===== src/design/ttod_pkg.sv =====
// ----------------------------------------------------------------------------
// ttod_pkg: shared types and constants of the Thompson tau outlier detector
// Holds the tau table in Q2.14, register codes and fixed field widths.
// ----------------------------------------------------------------------------
`default_nettype none

package ttod_pkg;

  localparam int CFG_IDX_W  = 3;
  localparam int CFG_DATA_W = 24;
  localparam int OUT_IDX_W  = 6;
  localparam int TAU_W      = 16;
  localparam int TAU_N      = 107;
  localparam int TAU_IDX_W  = 7;
  localparam int LHS_SHIFT  = 28;
  localparam int GD2_W      = 2 * CFG_DATA_W;

  // Configuration register indexes.
  localparam logic [CFG_IDX_W-1:0] CFG_SORTED_MODE    = 3'd0;
  localparam logic [CFG_IDX_W-1:0] CFG_RECURSIVE_MODE = 3'd1;
  localparam logic [CFG_IDX_W-1:0] CFG_USE_GIVEN      = 3'd2;
  localparam logic [CFG_IDX_W-1:0] CFG_GIVEN_MEAN     = 3'd3;
  localparam logic [CFG_IDX_W-1:0] CFG_GIVEN_DEV      = 3'd4;

  // Tau table entries used for large counts sit above the per-count entries.
  localparam logic [TAU_IDX_W-1:0] TAU_GT100  = 7'd101;
  localparam logic [TAU_IDX_W-1:0] TAU_GT150  = 7'd102;
  localparam logic [TAU_IDX_W-1:0] TAU_GT200  = 7'd103;
  localparam logic [TAU_IDX_W-1:0] TAU_GT500  = 7'd104;
  localparam logic [TAU_IDX_W-1:0] TAU_GT1000 = 7'd105;
  localparam logic [TAU_IDX_W-1:0] TAU_GT5000 = 7'd106;

  typedef int unsigned tau_raw_t [TAU_N];
  typedef logic [TAU_W-1:0] tau_arr_t [TAU_N];

  // Tau in units of 1e-4.
  localparam tau_raw_t TAU_RAW = '{
    0, 0, 0, 11511, 14250, 15712, 16563, 17110, 17491, 17770,
    17984, 18153, 18290, 18403, 18498, 18579, 18649, 18710, 18764, 18811,
    18853, 18891, 18926, 18957, 18985, 19011, 19035, 19057, 19078, 19096,
    19114, 19130, 19146, 19160, 19174, 19186, 19198, 19209, 19220, 19230,
    19240, 19248, 19257, 19265, 19273, 19280, 19288, 19294, 19301, 19307,
    19313, 19319, 19324, 19330, 19335, 19340, 19345, 19349, 19354, 19358,
    19362, 19366, 19370, 19373, 19377, 19381, 19384, 19387, 19390, 19393,
    19396, 19399, 19402, 19405, 19408, 19410, 19413, 19415, 19418, 19420,
    19422, 19424, 19427, 19429, 19431, 19433, 19435, 19437, 19439, 19440,
    19442, 19444, 19446, 19447, 19449, 19451, 19452, 19454, 19455, 19457,
    19458, 19506, 19530, 19572, 19586, 19597, 19600
  };

  function automatic tau_arr_t tau_build();
    tau_arr_t t;
    for (int i = 0; i < TAU_N; i++) begin
      t[i] = TAU_W'((TAU_RAW[i] * 16384 + 5000) / 10000);
    end
    return t;
  endfunction

  localparam tau_arr_t TAU_Q14 = tau_build();

endpackage

`default_nettype wire


===== src/design/ttod_if.sv =====
// ----------------------------------------------------------------------------
// ttod_if: request channels of the Thompson tau outlier detector
// Input channel carries samples, output channel carries outlier results.
// ----------------------------------------------------------------------------
`default_nettype none

interface ttod_in_if #(parameter int SAMPLE_BITS = 16) ();
  logic                          valid;
  logic                          ready;
  logic signed [SAMPLE_BITS-1:0] sample;
  logic                          set_end;
  modport source (output valid, sample, set_end, input ready);
  modport sink   (input valid, sample, set_end, output ready);
endinterface

interface ttod_out_if ();
  logic                           valid;
  logic                           ready;
  logic [ttod_pkg::OUT_IDX_W-1:0] outlier_index;
  logic                           found;
  logic                           run_end;
  modport source (output valid, outlier_index, found, run_end, input ready);
  modport sink   (input valid, outlier_index, found, run_end, output ready);
endinterface

`default_nettype wire


===== src/design/ttod_store.sv =====
// ----------------------------------------------------------------------------
// ttod_store: sample memory
// One write port and one read port with registered read data.
// ----------------------------------------------------------------------------
`default_nettype none

module ttod_store #(
  parameter int DEPTH = 64,
  parameter int W     = 16,
  parameter int AW    = 6
) (
  input  wire logic          clk,
  input  wire logic          we,
  input  wire logic [AW-1:0] waddr,
  input  wire logic [W-1:0]  wdata,
  input  wire logic          re,
  input  wire logic [AW-1:0] raddr,
  output logic      [W-1:0]  rdata
);

  logic [W-1:0] mem [DEPTH];

  always_ff @(posedge clk) begin
    if (we) begin
      mem[waddr] <= wdata;
    end
  end

  always_ff @(posedge clk) begin
    if (re) begin
      rdata <= mem[raddr];
    end
  end

endmodule

`default_nettype wire


===== src/design/ttod_mul.sv =====
// ----------------------------------------------------------------------------
// ttod_mul: shared shift-add multiplier
// Unsigned product of two W-bit operands, one multiplier bit per cycle.
// ----------------------------------------------------------------------------
`default_nettype none

module ttod_mul #(
  parameter int W = 48
) (
  input  wire logic           clk,
  input  wire logic           rst_n,
  input  wire logic           start,
  input  wire logic [W-1:0]   a,
  input  wire logic [W-1:0]   b,
  output logic                done,
  output logic [2*W-1:0]      prod
);

  localparam int CW = $clog2(W + 1);

  logic [W-1:0]   a_r;
  logic [2*W-1:0] p_r, p_nxt;
  logic [CW-1:0]  cnt_r;
  logic           busy_r, done_r;
  logic [W:0]     sum;

  // The upper half accumulates while the multiplier shifts out of the lower half.
  assign sum   = {1'b0, p_r[2*W-1:W]} + (p_r[0] ? {1'b0, a_r} : (W + 1)'(0));
  assign p_nxt = {sum, p_r[W-1:1]};

  always_ff @(posedge clk) begin
    if (!rst_n) begin
      busy_r <= 1'b0;
      done_r <= 1'b0;
      cnt_r  <= '0;
    end else begin
      done_r <= 1'b0;
      if (start) begin
        busy_r <= 1'b1;
        cnt_r  <= '0;
      end else if (busy_r) begin
        cnt_r <= cnt_r + 1'b1;
        if (cnt_r == CW'(W - 1)) begin
          busy_r <= 1'b0;
          done_r <= 1'b1;
        end
      end
    end
  end

  always_ff @(posedge clk) begin
    if (start) begin
      a_r <= a;
      p_r <= {{W{1'b0}}, b};
    end else if (busy_r) begin
      p_r <= p_nxt;
    end
  end

  assign done = done_r;
  assign prod = p_r;

endmodule

`default_nettype wire


===== src/design/thompson_tau_outlier_detect_core.sv =====
// ----------------------------------------------------------------------------
// thompson_tau_outlier_detect_core: modified Thompson tau outlier test
// Stores a set of samples, then runs the tau test with a small sequencer
// around one shared multiplier and reports the outlier indexes.
// ----------------------------------------------------------------------------
//
//  Channel | Direction | Payload                          | Handshake
//  --------+-----------+----------------------------------+-----------------
//  in_ch   | in        | sample, set_end                  | valid / ready
//  out_ch  | out       | outlier_index, found, run_end    | valid / ready
//  cfg_*   | in        | cfg_index, cfg_wdata             | cfg_we, no wait
//
// A sample request is taken whenever it is valid while the block loads a
// set. The request with set_end starts the test, and the block takes no
// request until every result of the run is in the output register. A pass
// sums the included samples and, with three or more, scans them for a
// candidate; with one it runs five products through the shared multiplier,
// MW bits wide (MW = 48 with the defaults). Emission walks the found flags
// one per cycle, but a stalled output holds its result in the output
// register and the sequencer waits until it is free. Reset is synchronous
// and clears the control state; the sample memory needs no clearing.
// ----------------------------------------------------------------------------
`default_nettype none

module thompson_tau_outlier_detect_core #(
  parameter int MAX_SAMPLES = 64,
  parameter int SAMPLE_BITS = 16
) (
  input  wire logic                             clk,
  input  wire logic                             rst_n,
  ttod_in_if.sink                               in_ch,
  ttod_out_if.source                            out_ch,
  input  wire logic                             cfg_we,
  input  wire logic [ttod_pkg::CFG_IDX_W-1:0]   cfg_index,
  input  wire logic [ttod_pkg::CFG_DATA_W-1:0]  cfg_wdata
);

  localparam int CNT_W  = $clog2(MAX_SAMPLES + 1);
  localparam int IDX_W  = (MAX_SAMPLES > 1) ? $clog2(MAX_SAMPLES) : 1;
  localparam int S_W    = SAMPLE_BITS + CNT_W;
  localparam int Q_W    = 2 * SAMPLE_BITS + CNT_W;
  localparam int NQ_W   = CNT_W + Q_W;
  localparam int VAR_W  = (NQ_W > ttod_pkg::GD2_W) ? NQ_W : ttod_pkg::GD2_W;
  localparam int DA_W   = SAMPLE_BITS + CNT_W + 2;
  localparam int DB_W   = (SAMPLE_BITS + 10 > 26) ? SAMPLE_BITS + 10 : 26;
  localparam int DIST_W = (DA_W > DB_W) ? DA_W : DB_W;
  localparam int MW0    = (VAR_W > DIST_W) ? VAR_W : DIST_W;
  localparam int MW     = (MW0 > 2 * ttod_pkg::TAU_W) ? MW0 : 2 * ttod_pkg::TAU_W;
  localparam int PW     = 2 * MW;
  localparam int CMP_W  = PW + ttod_pkg::LHS_SHIFT;
  localparam int T2_W   = 2 * ttod_pkg::TAU_W;

  typedef enum logic [6:0] {
    ST_LOAD  = 7'b0000001,
    ST_SUM   = 7'b0000010,
    ST_SCAN  = 7'b0000100,
    ST_MGO   = 7'b0001000,
    ST_MWAIT = 7'b0010000,
    ST_EMIT  = 7'b0100000,
    ST_CLEAR = 7'b1000000
  } state_t;

  // Which product the shared multiplier is working on.
  typedef enum logic [2:0] {
    MS_VAR  = 3'd0,
    MS_SQS  = 3'd1,
    MS_BEST = 3'd2,
    MS_TAU  = 3'd3,
    MS_RHS  = 3'd4
  } mstep_t;

  state_t st_r, st_nxt;
  mstep_t ms_r, ms_nxt;

  // Configuration.
  logic                                  sorted_r, recur_r, given_r;
  logic signed [ttod_pkg::CFG_DATA_W-1:0] gmean_r;
  logic [ttod_pkg::CFG_DATA_W-1:0]        gdev_r;

  // Set bookkeeping.
  logic [CNT_W-1:0]       cnt_r, cnt_nxt;
  logic [MAX_SAMPLES-1:0] excl_r, excl_nxt;
  logic [MAX_SAMPLES-1:0] fnd_r, fnd_nxt;
  logic [CNT_W-1:0]       fcnt_r, fcnt_nxt;
  logic [CNT_W-1:0]       ecnt_r, ecnt_nxt;
  logic [IDX_W-1:0]       ej_r, ej_nxt;

  // Scan pipeline.
  logic [CNT_W-1:0] rd_ptr_r, rd_ptr_nxt;
  logic             pv_r, pv_nxt;
  logic [IDX_W-1:0] pidx_r, pidx_nxt;
  logic             rd_en;
  logic [SAMPLE_BITS-1:0] mem_q;

  // Statistics of one pass.
  logic [CNT_W-1:0]        n_r, n_nxt;
  logic signed [S_W-1:0]   s_r, s_nxt;
  logic [Q_W-1:0]          q_r, q_nxt;
  logic [IDX_W-1:0]        first_r, first_nxt, last_r, last_nxt;
  logic [DIST_W-1:0]       best_r, best_nxt;
  logic [IDX_W-1:0]        pick_r, pick_nxt;
  logic                    pickv_r, pickv_nxt;
  logic [ttod_pkg::TAU_W-1:0] tau_r, tau_nxt;
  logic [VAR_W-1:0]        var_r, var_nxt;
  logic [2*DIST_W-1:0]     lhs_r, lhs_nxt;
  logic [T2_W-1:0]         t2_r, t2_nxt;

  // Output register.
  logic                           ov_r, ov_nxt;
  logic [ttod_pkg::OUT_IDX_W-1:0] oidx_r, oidx_nxt;
  logic                           ofnd_r, ofnd_nxt;
  logic                           oend_r, oend_nxt;

  // Sample datapath.
  logic signed [SAMPLE_BITS-1:0]       x;
  logic signed [2*SAMPLE_BITS-1:0]     sq;
  logic signed [CNT_W+SAMPLE_BITS:0]   nx;
  logic signed [DIST_W-1:0]            diff;
  logic [DIST_W-1:0]                   gap;
  logic [S_W-1:0]                      s_mag;
  logic                                incl, cand;
  logic [ttod_pkg::TAU_IDX_W-1:0]      tau_sel;

  // Multiplier.
  logic          mul_start, mul_done;
  logic [MW-1:0] mul_a, mul_b;
  logic [PW-1:0] mul_p;
  logic [CMP_W-1:0] lhs_cmp, rhs_cmp;

  logic in_acc, slot_free, scan_end;

  assign in_acc    = in_ch.valid && in_ch.ready;
  assign in_ch.ready = (st_r == ST_LOAD);
  assign slot_free = !ov_r || out_ch.ready;

  ttod_store #(
    .DEPTH (MAX_SAMPLES),
    .W     (SAMPLE_BITS),
    .AW    (IDX_W)
  ) u_store (
    .clk   (clk),
    .we    (in_acc && (cnt_r < CNT_W'(MAX_SAMPLES))),
    .waddr (cnt_r[IDX_W-1:0]),
    .wdata (in_ch.sample),
    .re    (rd_en),
    .raddr (rd_ptr_r[IDX_W-1:0]),
    .rdata (mem_q)
  );

  ttod_mul #(.W(MW)) u_mul (
    .clk   (clk),
    .rst_n (rst_n),
    .start (mul_start),
    .a     (mul_a),
    .b     (mul_b),
    .done  (mul_done),
    .prod  (mul_p)
  );

  // Distance of the sample leaving the memory from the mean, scaled so that
  // no division is needed: n*x - S, or 256*x - given mean.
  assign x    = $signed(mem_q);
  assign sq   = x * x;
  assign nx   = $signed({1'b0, n_r}) * x;
  assign diff = given_r ? (DIST_W'(x) <<< 8) - DIST_W'(gmean_r)
                        : DIST_W'(nx) - DIST_W'(s_r);
  assign gap   = diff[DIST_W-1] ? DIST_W'(-diff) : DIST_W'(diff);
  assign s_mag = s_r[S_W-1] ? S_W'(-s_r) : S_W'(s_r);
  assign incl  = pv_r && !excl_r[pidx_r];
  assign cand  = incl && (!sorted_r || pidx_r == first_r || pidx_r == last_r);
  assign rd_en = (st_r == ST_SUM || st_r == ST_SCAN) && (rd_ptr_r < cnt_r);
  assign scan_end = (rd_ptr_r == cnt_r) && !pv_r;

  always_comb begin
    if (32'(n_r) > 32'd5000) begin
      tau_sel = ttod_pkg::TAU_GT5000;
    end else if (32'(n_r) > 32'd1000) begin
      tau_sel = ttod_pkg::TAU_GT1000;
    end else if (32'(n_r) > 32'd500) begin
      tau_sel = ttod_pkg::TAU_GT500;
    end else if (32'(n_r) > 32'd200) begin
      tau_sel = ttod_pkg::TAU_GT200;
    end else if (32'(n_r) > 32'd150) begin
      tau_sel = ttod_pkg::TAU_GT150;
    end else if (32'(n_r) > 32'd100) begin
      tau_sel = ttod_pkg::TAU_GT100;
    end else begin
      tau_sel = ttod_pkg::TAU_IDX_W'(n_r);
    end
  end

  // Multiplier operands for each product.
  always_comb begin
    mul_a = '0;
    mul_b = '0;
    case (ms_r)
      MS_VAR: begin
        mul_a = given_r ? MW'(gdev_r) : MW'(n_r);
        mul_b = given_r ? MW'(gdev_r) : MW'(q_r);
      end
      MS_SQS: begin
        mul_a = MW'(s_mag);
        mul_b = MW'(s_mag);
      end
      MS_BEST: begin
        mul_a = MW'(best_r);
        mul_b = MW'(best_r);
      end
      MS_TAU: begin
        mul_a = MW'(tau_r);
        mul_b = MW'(tau_r);
      end
      MS_RHS: begin
        mul_a = MW'(t2_r);
        mul_b = MW'(var_r);
      end
      default: begin
        mul_a = '0;
        mul_b = '0;
      end
    endcase
  end

  assign mul_start = (st_r == ST_MGO);
  assign lhs_cmp   = CMP_W'(lhs_r) << ttod_pkg::LHS_SHIFT;
  assign rhs_cmp   = CMP_W'(mul_p);

  always_comb begin
    st_nxt     = st_r;
    ms_nxt     = ms_r;
    cnt_nxt    = cnt_r;
    excl_nxt   = excl_r;
    fnd_nxt    = fnd_r;
    fcnt_nxt   = fcnt_r;
    ecnt_nxt   = ecnt_r;
    ej_nxt     = ej_r;
    rd_ptr_nxt = rd_ptr_r;
    pv_nxt     = rd_en;
    pidx_nxt   = rd_ptr_r[IDX_W-1:0];
    n_nxt      = n_r;
    s_nxt      = s_r;
    q_nxt      = q_r;
    first_nxt  = first_r;
    last_nxt   = last_r;
    best_nxt   = best_r;
    pick_nxt   = pick_r;
    pickv_nxt  = pickv_r;
    tau_nxt    = tau_r;
    var_nxt    = var_r;
    lhs_nxt    = lhs_r;
    t2_nxt     = t2_r;
    ov_nxt     = out_ch.ready ? 1'b0 : ov_r;
    oidx_nxt   = oidx_r;
    ofnd_nxt   = ofnd_r;
    oend_nxt   = oend_r;

    if (rd_en) begin
      rd_ptr_nxt = rd_ptr_r + 1'b1;
    end

    case (st_r)
      ST_LOAD: begin
        if (in_acc) begin
          if (cnt_r < CNT_W'(MAX_SAMPLES)) begin
            cnt_nxt = cnt_r + 1'b1;
          end
          if (in_ch.set_end) begin
            st_nxt     = ST_SUM;
            rd_ptr_nxt = '0;
            n_nxt      = '0;
            s_nxt      = '0;
            q_nxt      = '0;
          end
        end
      end
      ST_SUM: begin
        if (incl) begin
          n_nxt    = n_r + 1'b1;
          s_nxt    = s_r + S_W'(x);
          q_nxt    = q_r + Q_W'($unsigned(sq));
          last_nxt = pidx_r;
          if (n_r == '0) begin
            first_nxt = pidx_r;
          end
        end
        if (scan_end) begin
          if (n_r < CNT_W'(3)) begin
            st_nxt   = ST_EMIT;
            ej_nxt   = '0;
            ecnt_nxt = '0;
          end else begin
            st_nxt     = ST_SCAN;
            rd_ptr_nxt = '0;
            best_nxt   = '0;
            pickv_nxt  = 1'b0;
            tau_nxt    = ttod_pkg::TAU_Q14[tau_sel];
          end
        end
      end
      ST_SCAN: begin
        if (cand) begin
          if (sorted_r) begin
            if (pidx_r == first_r || !(best_r > gap)) begin
              best_nxt  = gap;
              pick_nxt  = pidx_r;
              pickv_nxt = 1'b1;
            end
          end else if (gap > best_r) begin
            best_nxt  = gap;
            pick_nxt  = pidx_r;
            pickv_nxt = 1'b1;
          end
        end
        if (scan_end) begin
          if (pickv_r) begin
            st_nxt = ST_MGO;
            ms_nxt = MS_VAR;
          end else begin
            st_nxt   = ST_EMIT;
            ej_nxt   = '0;
            ecnt_nxt = '0;
          end
        end
      end
      ST_MGO: begin
        st_nxt = ST_MWAIT;
      end
      ST_MWAIT: begin
        if (mul_done) begin
          st_nxt = ST_MGO;
          case (ms_r)
            MS_VAR: begin
              var_nxt = VAR_W'(mul_p);
              ms_nxt  = MS_SQS;
            end
            MS_SQS: begin
              if (!given_r) begin
                var_nxt = var_r - VAR_W'(mul_p);
              end
              ms_nxt = MS_BEST;
            end
            MS_BEST: begin
              lhs_nxt = (2 * DIST_W)'(mul_p);
              ms_nxt  = MS_TAU;
            end
            MS_TAU: begin
              t2_nxt = T2_W'(mul_p);
              ms_nxt = MS_RHS;
            end
            default: begin
              // Final compare of the squared distance against tau^2 * var.
              if (lhs_cmp > rhs_cmp) begin
                fnd_nxt[pick_r] = 1'b1;
                fcnt_nxt        = fcnt_r + 1'b1;
              end
              if (lhs_cmp > rhs_cmp && recur_r) begin
                excl_nxt[pick_r] = 1'b1;
                st_nxt     = ST_SUM;
                rd_ptr_nxt = '0;
                n_nxt      = '0;
                s_nxt      = '0;
                q_nxt      = '0;
              end else begin
                st_nxt   = ST_EMIT;
                ej_nxt   = '0;
                ecnt_nxt = '0;
              end
            end
          endcase
        end
      end
      ST_EMIT: begin
        if (fcnt_r == '0) begin
          if (slot_free) begin
            ov_nxt   = 1'b1;
            oidx_nxt = '0;
            ofnd_nxt = 1'b0;
            oend_nxt = 1'b1;
            st_nxt   = ST_CLEAR;
          end
        end else if (fnd_r[ej_r]) begin
          if (slot_free) begin
            ov_nxt   = 1'b1;
            oidx_nxt = ttod_pkg::OUT_IDX_W'(ej_r);
            ofnd_nxt = 1'b1;
            oend_nxt = (ecnt_r == fcnt_r - 1'b1);
            ecnt_nxt = ecnt_r + 1'b1;
            ej_nxt   = ej_r + 1'b1;
            if (ecnt_r == fcnt_r - 1'b1) begin
              st_nxt = ST_CLEAR;
            end
          end
        end else begin
          ej_nxt = ej_r + 1'b1;
        end
      end
      ST_CLEAR: begin
        cnt_nxt  = '0;
        excl_nxt = '0;
        fnd_nxt  = '0;
        fcnt_nxt = '0;
        st_nxt   = ST_LOAD;
      end
      default: begin
        st_nxt = ST_LOAD;
      end
    endcase
  end

  always_ff @(posedge clk) begin
    if (!rst_n) begin
      st_r     <= ST_LOAD;
      ms_r     <= MS_VAR;
      cnt_r    <= '0;
      excl_r   <= '0;
      fnd_r    <= '0;
      fcnt_r   <= '0;
      ecnt_r   <= '0;
      ej_r     <= '0;
      rd_ptr_r <= '0;
      pv_r     <= 1'b0;
      ov_r     <= 1'b0;
      sorted_r <= 1'b0;
      recur_r  <= 1'b0;
      given_r  <= 1'b0;
      gmean_r  <= '0;
      gdev_r   <= '0;
    end else begin
      st_r     <= st_nxt;
      ms_r     <= ms_nxt;
      cnt_r    <= cnt_nxt;
      excl_r   <= excl_nxt;
      fnd_r    <= fnd_nxt;
      fcnt_r   <= fcnt_nxt;
      ecnt_r   <= ecnt_nxt;
      ej_r     <= ej_nxt;
      rd_ptr_r <= rd_ptr_nxt;
      pv_r     <= pv_nxt;
      ov_r     <= ov_nxt;
      if (cfg_we) begin
        case (cfg_index)
          ttod_pkg::CFG_SORTED_MODE:    sorted_r <= cfg_wdata[0];
          ttod_pkg::CFG_RECURSIVE_MODE: recur_r  <= cfg_wdata[0];
          ttod_pkg::CFG_USE_GIVEN:      given_r  <= cfg_wdata[0];
          ttod_pkg::CFG_GIVEN_MEAN:     gmean_r  <= $signed(cfg_wdata);
          ttod_pkg::CFG_GIVEN_DEV:      gdev_r   <= cfg_wdata;
          default: begin
          end
        endcase
      end
    end
  end

  always_ff @(posedge clk) begin
    pidx_r  <= pidx_nxt;
    n_r     <= n_nxt;
    s_r     <= s_nxt;
    q_r     <= q_nxt;
    first_r <= first_nxt;
    last_r  <= last_nxt;
    best_r  <= best_nxt;
    pick_r  <= pick_nxt;
    pickv_r <= pickv_nxt;
    tau_r   <= tau_nxt;
    var_r   <= var_nxt;
    lhs_r   <= lhs_nxt;
    t2_r    <= t2_nxt;
    oidx_r  <= oidx_nxt;
    ofnd_r  <= ofnd_nxt;
    oend_r  <= oend_nxt;
  end

  assign out_ch.valid         = ov_r;
  assign out_ch.outlier_index = oidx_r;
  assign out_ch.found         = ofnd_r;
  assign out_ch.run_end       = oend_r;

  // A sample is only ever excluded when it is flagged as an outlier.
  a_excl_le_found: assert property (@(posedge clk) disable iff (!rst_n)
    $countones(excl_r) <= $countones(fnd_r))
    else $error("excluded sample without a reported outlier");

  // The flag counter tracks the found flags.
  a_fcnt_match: assert property (@(posedge clk) disable iff (!rst_n)
    $countones(fnd_r) == 32'(fcnt_r))
    else $error("found counter out of step with found flags");

  // Each new set starts with no exclusions and no findings.
  a_load_clean: assert property (@(posedge clk) disable iff (!rst_n)
    (st_r == ST_LOAD) |-> (excl_r == '0 && fnd_r == '0))
    else $error("stale flags while loading");

  // A not-found result is always the whole run.
  a_notfound_end: assert property (@(posedge clk) disable iff (!rst_n)
    (ov_r && !ofnd_r) |-> oend_r)
    else $error("not-found result without run end");

  // The multiplier only finishes while the sequencer waits for it.
  a_mul_wait: assert property (@(posedge clk) disable iff (!rst_n)
    mul_done |-> (st_r == ST_MWAIT))
    else $error("multiplier finished outside its wait state");

endmodule

`default_nettype wire

===== src/flat_wrapper.sv =====
// flat-port wrapper written by rule: the top's interface ports become plain ports
module thompson_tau_outlier_detect_core_flat 
#(
  parameter int MAX_SAMPLES = 64,
  parameter int SAMPLE_BITS = 16
)
  (clk, rst_n, cfg_we, cfg_index, cfg_wdata, in_ch_valid, in_ch_sample, in_ch_set_end, in_ch_ready, out_ch_valid, out_ch_outlier_index, out_ch_found, out_ch_run_end, out_ch_ready);
  ttod_in_if #(.SAMPLE_BITS(SAMPLE_BITS)) in_ch_i ();
  ttod_out_if out_ch_i ();
  input  wire logic clk;
  input  wire logic rst_n;
  input  wire logic cfg_we;
  input  wire logic [ttod_pkg::CFG_IDX_W-1:0] cfg_index;
  input  wire logic [ttod_pkg::CFG_DATA_W-1:0] cfg_wdata;
  input wire logic [$bits(in_ch_i.valid)-1:0] in_ch_valid;
  input wire logic [$bits(in_ch_i.sample)-1:0] in_ch_sample;
  input wire logic [$bits(in_ch_i.set_end)-1:0] in_ch_set_end;
  output wire logic [$bits(in_ch_i.ready)-1:0] in_ch_ready;
  output wire logic [$bits(out_ch_i.valid)-1:0] out_ch_valid;
  output wire logic [$bits(out_ch_i.outlier_index)-1:0] out_ch_outlier_index;
  output wire logic [$bits(out_ch_i.found)-1:0] out_ch_found;
  output wire logic [$bits(out_ch_i.run_end)-1:0] out_ch_run_end;
  input wire logic [$bits(out_ch_i.ready)-1:0] out_ch_ready;
  assign in_ch_i.valid = in_ch_valid;
  assign in_ch_i.sample = in_ch_sample;
  assign in_ch_i.set_end = in_ch_set_end;
  assign in_ch_ready = in_ch_i.ready;
  assign out_ch_valid = out_ch_i.valid;
  assign out_ch_outlier_index = out_ch_i.outlier_index;
  assign out_ch_found = out_ch_i.found;
  assign out_ch_run_end = out_ch_i.run_end;
  assign out_ch_i.ready = out_ch_ready;
  thompson_tau_outlier_detect_core #(.MAX_SAMPLES(MAX_SAMPLES), .SAMPLE_BITS(SAMPLE_BITS)) u_core (.clk(clk), .rst_n(rst_n), .in_ch(in_ch_i), .out_ch(out_ch_i), .cfg_we(cfg_we), .cfg_index(cfg_index), .cfg_wdata(cfg_wdata));
endmodule

===== config.mk =====
export PLATFORM = sky130hd
export DESIGN_NAME = thompson_tau_outlier_detect_core_flat
export DESIGN_NICKNAME = d
export VERILOG_FILES = /design/src/design/ttod_pkg.sv /design/src/design/ttod_if.sv /design/src/design/ttod_store.sv /design/src/design/ttod_mul.sv /design/src/design/thompson_tau_outlier_detect_core.sv /design/src/flat_wrapper.sv
export SDC_FILE = /design/constraint.sdc
export NUM_CORES = 2
export LEC_CHECK = 0
export ABC_AREA = 1
export BUFFER_PORTS_ARGS = -buffer_cell sky130_fd_sc_hd__buf_2
export CORE_ASPECT_RATIO = 0.9
export CORE_MARGIN = 2
export CORE_UTILIZATION = 42
export DETAILED_ROUTE_END_ITERATION = 8
export PLACE_DENSITY = 0.59
export SYNTH_ARGS = -nofsm -noshare
export SYNTH_HDL_FRONTEND = slang
export SYNTH_HIERARCHICAL = 1
export SYNTH_SLANG_ARGS = --single-unit

===== constraint.sdc =====
create_clock -name clk -period 8.5 [get_ports clk]
set_clock_uncertainty 0.2 [all_clocks]
set_input_delay 1.275 -clock clk [delete_from_list [all_inputs] [get_ports clk]]
set_output_delay 1.275 -clock clk [all_outputs]
set_load 0.01 [all_outputs]

# ---- After elaboration in Yosys (flattened, before gate mapping)
# Memory sizes are Yosys's and may differ from the RTL's. A register that Yosys moved wholly into a read port is not among the register bits.
# Index checks and enable logic that the tools add are counted.
dict set report classes {
  n_reduce_logical 57
  n_lt_le_gt_ge 11
  bitwise 6
  add_sub_neg 16
  n_div 0
  mul 2
  muxes 145
  eq_ne 47
  n_shift 0
}
# operator count
set op_table {}
lappend op_table {{case mux 48 bit (5 select lines)} 2}
lappend op_table {{2-to-1 mux 64 bit} 6}
lappend op_table {{2-to-1 mux 7 bit} 41}
lappend op_table {{2-to-1 mux 39 bit} 7}
lappend op_table {{case mux 64 bit (2 select lines)} 2}
lappend op_table {{2-to-1 mux 26 bit} 8}
lappend op_table {{2-to-1 mux 48 bit} 4}
lappend op_table {{2-to-1 mux 23 bit} 7}
lappend op_table {{OR 64 bit} 2}
lappend op_table {{2-to-1 mux 6 bit} 20}
lappend op_table {{case mux 39 bit (3 select lines)} 1}
lappend op_table {{greater-than comparator 80 x 96 -> 1 bit} 1}
lappend op_table {{case mux 48 bit (2 select lines)} 1}
lappend op_table {{case mux 23 bit (3 select lines)} 1}
lappend op_table {{greater-than comparator 26 bit} 2}
lappend op_table {{case mux 26 bit (2 select lines)} 1}
lappend op_table {{adder 48 x 48 -> 49 bit} 1}
lappend op_table {{subtractor 48 bit} 1}
lappend op_table {{case mux 7 bit (3 select lines)} 2}
lappend op_table {{case mux 7 bit (6 select lines)} 1}
lappend op_table {{adder 39 x 32 -> 39 bit} 1}
lappend op_table {{adder 7 x 1 -> 7 bit, second input constant} 5}
lappend op_table {{multiplier 16 x 16 -> 32 bit} 1}
lappend op_table {{case mux 7 bit (2 select lines)} 2}
lappend op_table {{other kinds (65)} 164}
dict set report word_totals {
  output_inout_bits 10
  ff_bits 637
  inputBits 49
  memories 2
  romBits 2048
  latch_bits 0
  mem_bits_rw 1024
}
# memory words width rd rd_ports_with_merged_regs write_ports line
set mem_list {}
lappend mem_list {{(no name shown)} 128 16 1 1 0 thompson_tau_outlier_detect_core.sv:296} ;# tau_nxt = ttod_pkg::TAU_Q14[tau_sel];
lappend mem_list {u_core.u_store.mem 64 16 1 1 1 ttod_store.sv:21} ;# logic [W-1:0] mem [DEPTH];

# ---- Logic depth before layout (Yosys ltp)
dict set report depth {
  word_depth 12
  depth_mapped 43
}

# ---- By module
# The synthesis kept the hierarchy.
# module seq_area_each_um2 cells_per_inst n_inst area_each_um2
set modules_own_cells {}
lappend modules_own_cells {thompson_tau_outlier_detect_core 12702.2 6524 1 48046.1}
lappend modules_own_cells {ttod_store 31230.0 3534 1 42300.6}
lappend modules_own_cells {ttod_mul 4003.8 1500 1 10171.0}

# ---- Worst setup path before layout
# OpenSTA, ideal clock, no wires.
dict set report synth_timing {
  kind {reg2reg}
  start {register u_core.u_store.rdata[15] (read register of u_core.u_store.mem)}
  end {register u_core.best_r[0], enable pin}
  slack_ns 0.146
  t_arrival_ns 7.733
  setup_ns 0.420
  path_buffers 3
  synth_period_minus_slack_ns 8.354
  t_required_ns 7.880
  stages_incl_launch_ff 37
  path_cell_list {edfxtp_1 clkbuf_1 clkbuf_1 nand2_1 inv_1 fa_1 fa_1 inv_1 fa_1 fa_1 inv_1 ha_1 nand2_1 inv_1 nand2_1 nand2_1 a21oi_1 nand3_1 a211o_1 nand3_1 nand2_1 inv_2 buf_2 o21ai_0 o21ai_1 inv_1 ha_1 nand2_1 nor2_1 o2111ai_1 o2111ai_1 nand3_1 nand3_1 nand2_1 o211ai_1 nand3b_1 a21oi_1}
}
dict set report synth_between {
  word_cells_on_any_way 13
  cone_classes {add/sub (3); mul (1); order compare (2); eq/ne (2); mux (2); reduce/logical (3)}
}
# item line
set synth_rtl {}
lappend synth_rtl {{start, declared} ttod_store.sv:18} ;# output logic [W-1:0] rdata
lappend synth_rtl {{multiplier 8 x 16 -> 24 bit} thompson_tau_outlier_detect_core.sv:164} ;# assign nx = $signed({1'b0, n_r}) * x;
lappend synth_rtl {{subtractor 24 x 23 -> 25 bit} thompson_tau_outlier_detect_core.sv:166} ;# : DIST_W'(nx) - DIST_W'(s_r);
lappend synth_rtl {{2-to-1 mux 26 bit (*)} thompson_tau_outlier_detect_core.sv:165} ;# assign diff = given_r ? (DIST_W'(x) <<< 8) - DIST_W'(gmean_r)
lappend synth_rtl {{2-to-1 mux 26 bit (*)} thompson_tau_outlier_detect_core.sv:167} ;# assign gap = diff[DIST_W-1] ? DIST_W'(-diff) : DIST_W'(diff);
lappend synth_rtl {{via u_core.gap[3]} thompson_tau_outlier_detect_core.sv:119} ;# logic [DIST_W-1:0] gap;
lappend synth_rtl {{greater-than comparator 26 bit} thompson_tau_outlier_detect_core.sv:303} ;# if (pidx_r == first_r || !(best_r > gap)) begin
lappend synth_rtl {{zero test 1 bit} thompson_tau_outlier_detect_core.sv:303}
lappend synth_rtl {{logical OR 1 bit} thompson_tau_outlier_detect_core.sv:303}
lappend synth_rtl {{inequality test 3 bit (no source line)} -}
lappend synth_rtl {{AND reduction 6 bit (no source line) (*)} -}
lappend synth_rtl {{end signal, assigned} thompson_tau_outlier_detect_core.sv:461} ;# best_r <= best_nxt;
lappend synth_rtl {{end, declared} thompson_tau_outlier_detect_core.sv:100} ;# logic [DIST_W-1:0] best_r, best_nxt;
# The timed path passes the listed nets; every way through them passes the cells marked *.
# A chain may end at the register's enable or synchronous reset.

# ---- Worst setup path in the final report
dict set report layout_timing {
  start {register u_core.u_store.rdata[3] (read register of u_core.u_store.mem)}
  end {register u_core.q_r[37] (data pin)}
}
dict set report layout_between {
  elab_chain_len 4
}
# item line
set layout_lines {}
lappend layout_lines {{multiplier 16 x 16 -> 32 bit} thompson_tau_outlier_detect_core.sv:163} ;# assign sq = x * x;
lappend layout_lines {{adder 39 x 32 -> 39 bit} thompson_tau_outlier_detect_core.sv:280} ;# q_nxt = q_r + Q_W'($unsigned(sq));
lappend layout_lines {{2-to-1 mux 39 bit} thompson_tau_outlier_detect_core.sv:277} ;# if (incl) begin
lappend layout_lines {{case mux 39 bit (3 select lines)} thompson_tau_outlier_detect_core.sv:261} ;# case (st_r)
lappend layout_lines {{end signal, assigned} thompson_tau_outlier_detect_core.sv:458} ;# q_r <= q_nxt;
lappend layout_lines {{end, declared} thompson_tau_outlier_detect_core.sv:98} ;# logic [Q_W-1:0] q_r, q_nxt;
# Every way passes these cells. The select of a mux whose other input is x is not followed.

==> metrics.md <==
| Metric | Value |
|---|---|
| Class of the tightest hold or removal check | flip-flop to flip-flop |
| Largest area contributor in the synthesized netlist | sky130_fd_sc_hd__edfxtp_1 |
| Critical register-to-register path endpoint | u_core/q_r[37] |
| Cell seen most often among critical-path stages | sky130_fd_sc_hd__fa_1 |
| Hold Violations, Final | 0 |
| Num CTS Buffers | about 190 |
| Total routing usage reported by global routing | about a quarter |
| Top post-synthesis cells by area | sky130_fd_sc_hd__edfxtp_1, sky130_fd_sc_hd__nand2_1, sky130_fd_sc_hd__fa_1 |
| Portion of synthesized cell area occupied by the leading cell type | 42.0% |
| Critical path class | flip-flop to flip-flop |
| Initial detailed-routing violation count | approximately 9.0k |
| Die width | 520 um |
| Slowest Stage Delay on Critical Path | between 0.5 and 0.6 ns |
| Part of the Yosys area used for sequential elements | between 40% and 50% |
| Final critical-path share of the clock period | 95.0% |
| Maximum number of pins on one net before global-route repair | between 150 and 200 |
| # port buffers | 58 |
| Residual DRC count | 0 |
| Top-level port count | about 60 |
| Number of flops mapped to enable cells by yosys | roughly 1.4k |
| Min Hold Slack | about 0.25 ns |
| Clock transition at path regs | about 0.06 ns |
| Antenna-violating nets left | 0 |
| CTS hold repair buffers | 0 |
| Distinct cell type count after synthesis | 73 |
| Crit Path Max Fanout | 7 |
| Clock period minus final worst setup slack | around 8.1 ns |
| Drt wl/cell | roughly 22 um |
| Number of cells on the worst hold path | 2 |
| GR Overflow Total | 0 |
| Combined area of all synthesized cells | 101,000 um^2 |
| Final standard cell count with taps included and fillers excluded | between 10k and 15k |
| Routability-driven placement congestion ratio | around 0.97 |
| RSZ-0062 raised after global routing | no |
| Setup ws final | approximately 0.43 ns |
| H-tree lvl count | 4 |
| DR vias/cell | around 5.4 |
| Area of the die | between 200,000 and 250,000 um^2 |
| Post-Syn Area per Cell | around 8.7 um^2 |
| Layout net count | between 10k and 15k |
| Number of cells in the design after placement | approximately 15k |
| Max_cap viols | 0 |
| Worst r2r path cells | 29 |
| Std-Cell Rows | 170 |
| Layout cells sized above 1 | 6.23% |
| Initial Util | between 40% and 50% |
| Wire length of the first global-routing pass | between 400,000 and 500,000 um |
| Drt pass-1 iters | 6 |
| Core Area | about 240,000 um^2 |
| Transition time of the tightest slew-check pin | 1.23 ns |
| Arrival time of data at the critical path endpoint | between 8 and 9 ns |
| Die span in y | approximately 470 um |
| Run status | complete, no violations |
| Clock root buffer | sky130_fd_sc_hd__clkbuf_16 |
| Slew headroom | roughly 18% |
| Detailed-route via count | approximately 80k |
| Achievable frequency | 124 MHz |
| Startpoint of the most critical hold path | u_core/excl_r[30] |
| Post-synthesis sequential element count | roughly 1.7k |
| Initial antenna violation count | 21 |
| Sort of element at the end of the critical path | flip-flop |
| Clock tree from TritonCTS | built |
| FF-to-FF setup slack | 0.43 ns |
| Number of pins exceeding their max-slew limit in the final report | 0 |
| Dominant register cell in the synthesized netlist | sky130_fd_sc_hd__edfxtp_1 |
| Worst R2R Start | u_core/u_store/rdata[3] |
| # setup viols final | 0 |
| Kind of start point of the critical path | flip-flop |
| Hpwl dp | roughly 230,000 um |
| Required time of the critical path | about 9 ns |
| Sinks on the clock net | 1,692 |
| Post-detailed-routing wire length | 325,000 um |
| Endpoint with the worst hold slack | u_core/excl_r[30] |
| Post-Synthesis Cells | 11.6k |
| Maximum buffer depth of the clock tree | 4 |
| Area Growth Syn to Fin | 9.85% |
| Insertion delay to the later sink of the worst-skew pair | 0.89 ns |
| Post-synth ARST share | 0% |
| Max stage delay cell, worst path | sky130_fd_sc_hd__fa_1 |
| Placement Setup Slack | about 0.3 ns |
| Setup total negative slack | 0 ns |
| Yosys Warn Count | 6 |
| Number of global-route vias before repair | about 76k |
==> cells in the final DEF, fill, tap and decap left out, types with 12 or more instances in the layout <==
cell type | netlist | layout
sky130_fd_sc_hd__a21o_1 | 21 | 21
sky130_fd_sc_hd__a21oi_1 | 609 | 607
sky130_fd_sc_hd__a31oi_1 | 29 | 29
sky130_fd_sc_hd__buf_2 | 150 | 58
sky130_fd_sc_hd__buf_4 | 23 | 211
sky130_fd_sc_hd__bufinv_16 | 0 | 13
sky130_fd_sc_hd__clkbuf_1 | 190 | 42
sky130_fd_sc_hd__clkbuf_16 | 0 | 195
sky130_fd_sc_hd__clkinv_1 | 3 | 36
sky130_fd_sc_hd__clkinv_2 | 0 | 28
sky130_fd_sc_hd__conb_1 | 1 | 18
sky130_fd_sc_hd__dfxtp_1 | 287 | 281
sky130_fd_sc_hd__edfxtp_1 | 1405 | 1405
sky130_fd_sc_hd__fa_1 | 350 | 349
sky130_fd_sc_hd__ha_1 | 418 | 417
sky130_fd_sc_hd__inv_1 | 1563 | 1560
sky130_fd_sc_hd__inv_2 | 21 | 23
sky130_fd_sc_hd__nand2_1 | 3150 | 3149
sky130_fd_sc_hd__nand2_2 | 37 | 37
sky130_fd_sc_hd__nand3_1 | 1315 | 1314
sky130_fd_sc_hd__nand3_2 | 11 | 12
sky130_fd_sc_hd__nand4_1 | 108 | 108
sky130_fd_sc_hd__nor2_1 | 791 | 783
sky130_fd_sc_hd__nor2_2 | 33 | 36
sky130_fd_sc_hd__nor2_4 | 8 | 13
sky130_fd_sc_hd__nor3_1 | 82 | 75
sky130_fd_sc_hd__nor4_1 | 25 | 21
sky130_fd_sc_hd__o211ai_1 | 35 | 35
sky130_fd_sc_hd__o21a_1 | 18 | 18
sky130_fd_sc_hd__o21ai_0 | 447 | 446
sky130_fd_sc_hd__o21ai_1 | 19 | 19
sky130_fd_sc_hd__o21bai_1 | 18 | 18
sky130_fd_sc_hd__or2_2 | 26 | 26
sky130_fd_sc_hd__xnor2_1 | 61 | 61
sky130_fd_sc_hd__xor2_1 | 65 | 65
==> state kept, by name (all words and copies together) (netlist names), 15 cells and up <==
register	flops
u_core/u_store/rdata	16
u_core/u_mul/a_r	48
u_core/u_mul/prod	96
u_core/s_r	23
u_core/u_store/mem	1024
u_core/fnd_r	64
u_core/gdev_r	24
u_core/excl_r	64
u_core/t2_r	32
u_core/q_r	39
u_core/tau_r	15
u_core/var_r	48
u_core/lhs_r	52
u_core/best_r	26
u_core/gmean_r	24
==> per-stage QoR <==
| stage | cell area [um^2] | util, % |
|---|---|---|
| 5_1_grt | 110000 | 46.3 |
| 3_3_place_gp | 104000 | 43.8 |
| 2_1_floorplan | 101000 | - |
| 4_1_cts | 110000 | 46.3 |
| 6_report | 110000 | 46.3 |
| 3_5_place_dp | 104000 | 43.8 |
==> routing by layer <==
metal,vias up,wire [um],part of all wire (%),track usage [%]
met2,3091,141000,43,39.5
met3,476,26800,8.3,4.06
met4,8,13300,4.1,9.92
met5,-,58,0.018,0
li1,38100,-,-,-
met1,39100,144000,44,37.7
==> area by class of cell <==
cell class / instances / area (um^2)
multi-input cells: 7841 / 44500
inverters: 1588 / 5990
clock inverters: 92 / 828
repair buffers: 277 / 2030
fillers: 22900 / 128000
clock buffers: 245 / 5150
well taps: 3182 / 3980
diodes: 6 / 15.0
flip-flops and latches: 1692 / 48000
==> synth_stat cells (18+ instances only) <==
library cell and number:
sky130_fd_sc_hd__a21o_1 21, sky130_fd_sc_hd__buf_6 50, sky130_fd_sc_hd__o21a_1 18, sky130_fd_sc_hd__buf_1 40, sky130_fd_sc_hd__or2_2 26, sky130_fd_sc_hd__a31oi_1 29, sky130_fd_sc_hd__xnor2_1 61, sky130_fd_sc_hd__inv_2 21
sky130_fd_sc_hd__o211ai_1 35, sky130_fd_sc_hd__xor2_1 65, sky130_fd_sc_hd__inv_1 1563, sky130_fd_sc_hd__edfxtp_1 1405, sky130_fd_sc_hd__nor4_1 25, sky130_fd_sc_hd__buf_4 23, sky130_fd_sc_hd__o21ai_0 447, sky130_fd_sc_hd__o21ai_1 19
sky130_fd_sc_hd__clkbuf_1 190, sky130_fd_sc_hd__nor2_1 791, sky130_fd_sc_hd__o21bai_1 18, sky130_fd_sc_hd__nand2_2 37, sky130_fd_sc_hd__fa_1 350, sky130_fd_sc_hd__nand4_1 108, sky130_fd_sc_hd__ha_1 418, sky130_fd_sc_hd__nand3_1 1315
sky130_fd_sc_hd__buf_2 150, sky130_fd_sc_hd__dfxtp_1 287, sky130_fd_sc_hd__nand2_1 3150, sky130_fd_sc_hd__nor3_1 82, sky130_fd_sc_hd__nor2_2 33, sky130_fd_sc_hd__a21oi_1 609
==> kinds of logic (layout without fill, tap and decap cells) <==
logic type      after synthesis  after routing  share of synthesized area, %
compound gates             1298           1298                          7.07
xor+xnor                    126            126                          1.10
fa+ha+maj                   768            768                          12.2
buf+inv                    2042           2202                          8.29
flops                      1692           1692                          47.7
other cells                   1             24                       0.00373
simple gates               5631           5631                          23.7
==> critical path: cells and delay by family (launching register included) <==
family,cells,cell delay [ns]
fa+ha+maj,8,3.91
simple gates,8,1.44
compound gates,6,1.05
buf+inv,6,0.57
flops,1,0.56
xor+xnor,1,0.15
==> worst max-delay path by stage <==
stage                                  start           endpoint  slack (ns)  cells past startpoint
global placement     u_core/u_store/rdata[2]     u_core/q_r[38]        0.28                     31
finish               u_core/u_store/rdata[3]     u_core/q_r[37]        0.43                     29
floorplan           u_core/u_store/rdata[15]   u_core/best_r[0]        0.15                     36
CTS                  u_core/u_store/rdata[2]     u_core/q_r[38]        0.22                     31
global route                   u_core/n_r[4]  u_core/best_r[14]       0.006                     32
detailed placement  u_core/u_store/rdata[15]     u_core/q_r[38]        0.29                     31
==> repair_timing <==
| item | CTS | global route |
|---|---|---|
| gates resized for setup | 0 | 13 |
| endpoints found under the setup margin | 0 | 41 |
| buffers inserted | 0 | 11 |
Power is left out: the tool's default activity adds up to more than one toggle a clock period on the data nets, which glitch-free logic cannot reach.
